### src/hdl/sdss_pkg.sv
`default_nettype none
package sdss_pkg;

  // Number of cells in the sorting chain. This is the list capacity.
  localparam int MAX_ENTRIES = 64;

  localparam int TAG_W   = 32;
  localparam int SCORE_W = 32;

  typedef struct packed {
    logic [TAG_W-1:0]          item_tag;
    logic signed [SCORE_W-1:0] item_score;
    logic                      end_of_list;
  } item_req_t;

  typedef struct packed {
    logic [TAG_W-1:0]          sorted_tag;
    logic signed [SCORE_W-1:0] sorted_score;
    logic                      final_result;
    logic                      overflowed;
  } result_req_t;

  // Contents of one cell of the chain.
  typedef struct packed {
    logic                      valid;
    logic [TAG_W-1:0]          tag;
    logic signed [SCORE_W-1:0] score;
  } entry_t;

  // Broadcast from the control logic to every cell.
  typedef struct packed {
    logic                      insert;
    logic                      shift_up;
    logic [TAG_W-1:0]          new_tag;
    logic signed [SCORE_W-1:0] new_score;
  } cell_ctrl_t;

endpackage
`default_nettype wire

### src/hdl/sdss_cell.sv
`default_nettype none
module sdss_cell (
  input  logic               clk,
  input  logic               rst,
  input  sdss_pkg::cell_ctrl_t ctrl,
  input  sdss_pkg::entry_t   prev_entry,
  input  logic               prev_place,
  input  sdss_pkg::entry_t   next_entry,
  output sdss_pkg::entry_t   entry,
  output logic               place
);
  import sdss_pkg::*;

  entry_t entry_next;

  // The new item belongs at or above this cell when the cell is empty or
  // holds a strictly lower score, so equal scores keep arrival order.
  always_comb begin
    place = !entry.valid || ($signed(ctrl.new_score) > $signed(entry.score));
  end

  always_comb begin
    entry_next = entry;
    if (ctrl.shift_up) begin
      entry_next = next_entry;
    end else if (ctrl.insert && place) begin
      if (prev_place) begin
        entry_next = prev_entry;
      end else begin
        entry_next = entry_t'{valid: 1'b1, tag: ctrl.new_tag, score: ctrl.new_score};
      end
    end
  end

  always_ff @(posedge clk) begin
    if (rst) begin
      entry.valid <= 1'b0;
    end else begin
      entry <= entry_next;
    end
  end

endmodule
`default_nettype wire
### config.mk
export PLATFORM = sky130hd
export DESIGN_NAME = sdss_cell
export DESIGN_NICKNAME = d
export VERILOG_FILES = /design/src/hdl/sdss_pkg.sv /design/src/hdl/sdss_cell.sv
export SDC_FILE = /design/constraint.sdc
export NUM_CORES = 1
export LEC_CHECK = 0
export BUFFER_PORTS_ARGS = -buffer_cell sky130_fd_sc_hd__buf_2
export CAP_MARGIN = 0
export CORE_ASPECT_RATIO = 1.75
export CORE_MARGIN = 5
export CORE_UTILIZATION = 23
export DETAILED_ROUTE_END_ITERATION = 10
export GPL_TIMING_DRIVEN = 0
export SYNTH_ARGS = -nofsm -noshare
export SYNTH_HDL_FRONTEND = slang
export SYNTH_SLANG_ARGS = --single-unit
### constraint.sdc
create_clock -name clk -period 5.4 [get_ports clk]
set_clock_uncertainty 0.1 [all_clocks]
set_input_delay 0.27 -clock clk [delete_from_list [all_inputs] [get_ports clk]]
set_output_delay 0.27 -clock clk [all_outputs]
set_load 0.05 [all_outputs]
==> summary.json <==
{
  "total_of_flip_flops_plus_latches_after_synthesis": {"value": 65},
  "worst-r2r-cell-count": {"value": 9},
  "avgViaCountPerCell": {"value": 4.38},
  "final_core_util": {"value": 33.8, "unit": "%"},
  "critical_path.reg2reg.endpoint": {"value": "entry[43]$_DFFE_PP_"},
  "die_area": {"value": 21200, "unit": "sq um"},
  "dp_hpwl": {"value": 12300, "unit": "microns"},
  "placement.cell_area": {"value": 5860, "unit": "sq um"},
  "setup-violations-final": {"value": 0},
  "maxClockFrequency": {"value": 309, "unit": "MHz"},
  "cap_violations": {"value": 0},
  "multi_input_area": {"value": 2060, "unit": "sq um"},
  "tightest_slew": {"value": 0.753, "unit": "ns"},
  "routed_wirelength": {"value": 14700, "unit": "microns"},
  "power.ir.vdd_worst": {"value": 0.000117, "unit": "V"},
  "crit_required": {"value": 5.36, "unit": "ns"},
  "cts.hold.buffers_added": {"value": 0},
  "globalRouteOverflowTotal": {"value": 0},
  "largest_register": {"value": "entry"},
  "detailroute.via_count": {"value": 4048},
  "cts.repair.resized": {"value": 0},
  "largest_registers_ranked_by_flip_flop_count": {"value": "entry: 65 flops"},
  "crit_path_end_kind": {"value": "flop"},
  "cell_class_contributing_the_biggest_share_of_worst_path_delay": {"value": "simple AND/OR/NAND/NOR gates"},
  "run_status": {"value": "finished clean"},
  "timing.critical_path.from": {"value": "entry[31]$_DFFE_PP_"},
  "critical_path_cell_list": {"value": "inv_1, ha_1, nand4_2, nor4_4, nand2_2, and4b_1, a22oi_1, nand3_4, buf_12"},
  "worst-r2r-setup-slack": {"value": 2.17, "unit": "ns"},
  "layout-drive-gt1-share": {"value": 42.3, "unit": "%"},
  "final_period_minus_worst_setup_slack": {"value": 3.23, "unit": "ns"},
  "critPathKind": {"value": "reg -> reg"},
  "hp-class": {"value": "in -> reg"},
  "critPathArrivalTime": {"value": 3.19, "unit": "ns"},
  "drt_iter0_drc": {"value": 106},
  "final_min_period_over_clock_period": {"value": 59.9, "unit": "%"},
  "number_of_cells_in_the_design_after_placement": {"value": 911},
  "route.antenna.remaining_nets": {"value": 0},
  "crit_cells": {"value": 9},
  "post_synth.cell_area_avg": {"value": 10.2, "unit": "sq um"},
  "die_w": {"value": 112, "unit": "microns"},
  "ys_dominant_reg_cell": {"value": "edfxtp_1"},
  "tritoncts": {"value": "yes"},
  "finalMaxSlewViolations": {"value": 0},
  "timing.max_slew.rel_slack": {"value": 49.8, "unit": "%"},
  "antenna_violations_before_repair": {"value": 1},
  "clk_latency": {"value": 0.33, "unit": "ns"},
  "clk_pin_slew_worst_paths": {"value": 0.06, "unit": "ns"},
  "rsz0062_at_grt": {"value": "false"},
  "synth_edf_count": {"value": 64},
  "port-buffer-count": {"value": 264},
  "areaGrowthSynthToFinish": {"value": 45.1, "unit": "%"},
  "total_clock_sinks": {"value": 65},
  "chipHeight": {"value": 189, "unit": "microns"},
  "yosys_warnings": {"value": 0},
  "power.static_leakage": {"value": 3.03, "unit": "nW"},
  "syn_nets": {"value": 643},
  "pin_count_of_the_biggest_net_entering_global_routing": {"value": 37},
  "asyncSetResetFlopFracSynth": {"value": 0, "unit": "%"},
  "filler_cell_count": {"value": 1946},
  "buffers_inserted_during_post_cts_setup_optimization": {"value": 0},
  "post-route-drc-count": {"value": 0},
  "slowest_stage": {"value": "ha_1"},
  "final-instance-count-excl-fill": {"value": 925},
  "htreeDepth": {"value": 3},
  "clock_path_buffers": {"value": 2},
  "insertedDiodeCount": {"value": 0},
  "powerDensity": {"value": 281, "unit": "nW/um^2"},
  "cts_made_buffers": {"value": 9},
  "netlist_instances": {"value": 412},
  "post_synth_instance_area": {"value": 4210, "unit": "sq um"},
  "grt_first_pass_wirelength": {"value": 22200, "unit": "microns"},
  "drt_pre_antenna_iters": {"value": 4},
  "boundaryPins": {"value": 265},
  "routedWlPerCell": {"value": 15.9, "unit": "microns"},
  "largest_reg_flops": {"value": 65},
  "synth-seq-area-share": {"value": 46.1, "unit": "%"},
  "global_route.usage.total": {"value": 13.4, "unit": "%"},
  "startpoint_of_the_worst_register_to_register_path": {"value": "entry[31]$_DFFE_PP_"},
  "stdcell_area": {"value": 6110, "unit": "sq um"},
  "timing_hold_violations_final": {"value": 0},
  "worstPathBufferInverterCount": {"value": 2},
  "root_buffer_cell": {"value": "clkbuf_16"},
  "critical_path.max_stage_delay": {"value": 0.46, "unit": "ns"},
  "finalWeightedCongestion": {"value": 0.781},
  "timing.critical_path.fanout_max": {"value": 36},
  "finish.net_count": {"value": 919},
  "synthDistinctLibCells": {"value": 36},
  "fin_hold_ws": {"value": 0.122, "unit": "ns"},
  "startpoint_type": {"value": "flop"},
  "placement_row_count": {"value": 65},
  "start_util": {"value": 23.3, "unit": "%"},
  "core_region_area": {"value": 18100, "unit": "sq um"},
  "setup.worst_path.end": {"value": "entry[43]$_DFFE_PP_"},
  "register_area": {"value": 1940, "unit": "sq um"},
  "first_global_vias": {"value": 4259}
}
## cells by family after synthesis
| logic type | Yosys count | synth area share, % |
|---|---|---|
| simple gates | 100 | 11.5 |
| compound gates | 95 | 12.5 |
| flops | 65 | 46.1 |
| mux | 64 | 15.2 |
| buf+inv | 56 | 5.17 |
| fa+ha+maj | 32 | 9.51 |
## cells in the mapped netlist (2+ instances only)
cell	number	area (sq um)
a21o_1	3	22.5
a21oi_1	14	70.1
buf_2	6	30.0
clkbuf_1	15	56.3
edfxtp_1	64	1920
ha_1	32	400
inv_1	35	131
mux2i_1	64	641
nand2_1	69	259
nand3_1	8	40.0
nand4_1	5	31.3
nand4_2	3	37.5
nor2_1	4	15.0
nor2b_1	2	12.5
o21ai_0	67	335
## area by class of cell
type	count	area share, %
Multi-Input combinational cell	291	33.8
Clock buffer	9	3.69
Timing Repair Buffer	265	22.0
Buffer	21	1.41
Clock inverter	5	0.410
Inverter	35	2.15
Sequential cell	65	31.8
Tap cell	234	4.79
## routing by layer
metal,up-vias,track usage [%],wire [microns]
li1,2043,-,-
met1,1836,13.8,5380
met2,151,25.7,8080
met3,16,3.52,993
met4,2,4.77,274
met5,-,0,13
## worst min-delay path by stage
stage,start,to,slack [ns],cells past startpoint
finish,next_entry[23],entry[23]$_DFFE_PP_,0.12,3
global route,next_entry[47],entry[47]$_DFFE_PP_,0.11,3
CTS,next_entry[23],entry[23]$_DFFE_PP_,0.10,3
detailed placement,next_entry[23],entry[23]$_DFFE_PP_,0.45,3
global placement,next_entry[6],entry[6]$_DFFE_PP_,0.45,3
floorplan,rst,entry[64]$_SDFFE_PP0P_,0.34,3
## power by group
part	internal (W)	switching (W)	total, W	leakage (nW)
Sequential	0.000629	0.0000181	0.000648	0.634
Clock	0.000300	0.000211	0.000511	0.122
Combinational	0.000172	0.000385	0.000557	2.28
Total	0.00110	0.000613	0.00172	3.03
## cell usage in the layout, fill, tap and decap left out, types with 4 or more instances in the layout
master       n
nand4_1      5
mux2i_1     64
clkbuf_16    9
inv_1       35
nor2_1       4
o21ai_0     67
a21oi_1     14
edfxtp_1    64
clkbuf_1    15
nand3_1      7
nand2_1     69
ha_1        32
buf_2      270
## metrics by stage
stage	setup TNS, ns	setup WS (ns)	power, W
after floorplan	0	0.936	0.00103
after global placement	-13.48	-0.217	0.00122
after detailed placement	0	2.09	0.00122
after CTS	0	2.11	0.00175
after global routing	0	1.87	0.00181
final	0	2.17	0.00172
## worst register-to-register path, stage by stage (launching register included)
cell and delay, ns:
edfxtp_1 0.34, inv_1 0.04, ha_1 0.46, nand4_2 0.24, nor4_4 0.41, nand2_2 0.15, and4b_1 0.22, a22oi_1 0.24
nand3_4 0.41, buf_12 0.34
Power figures use the tool's default switching activity.
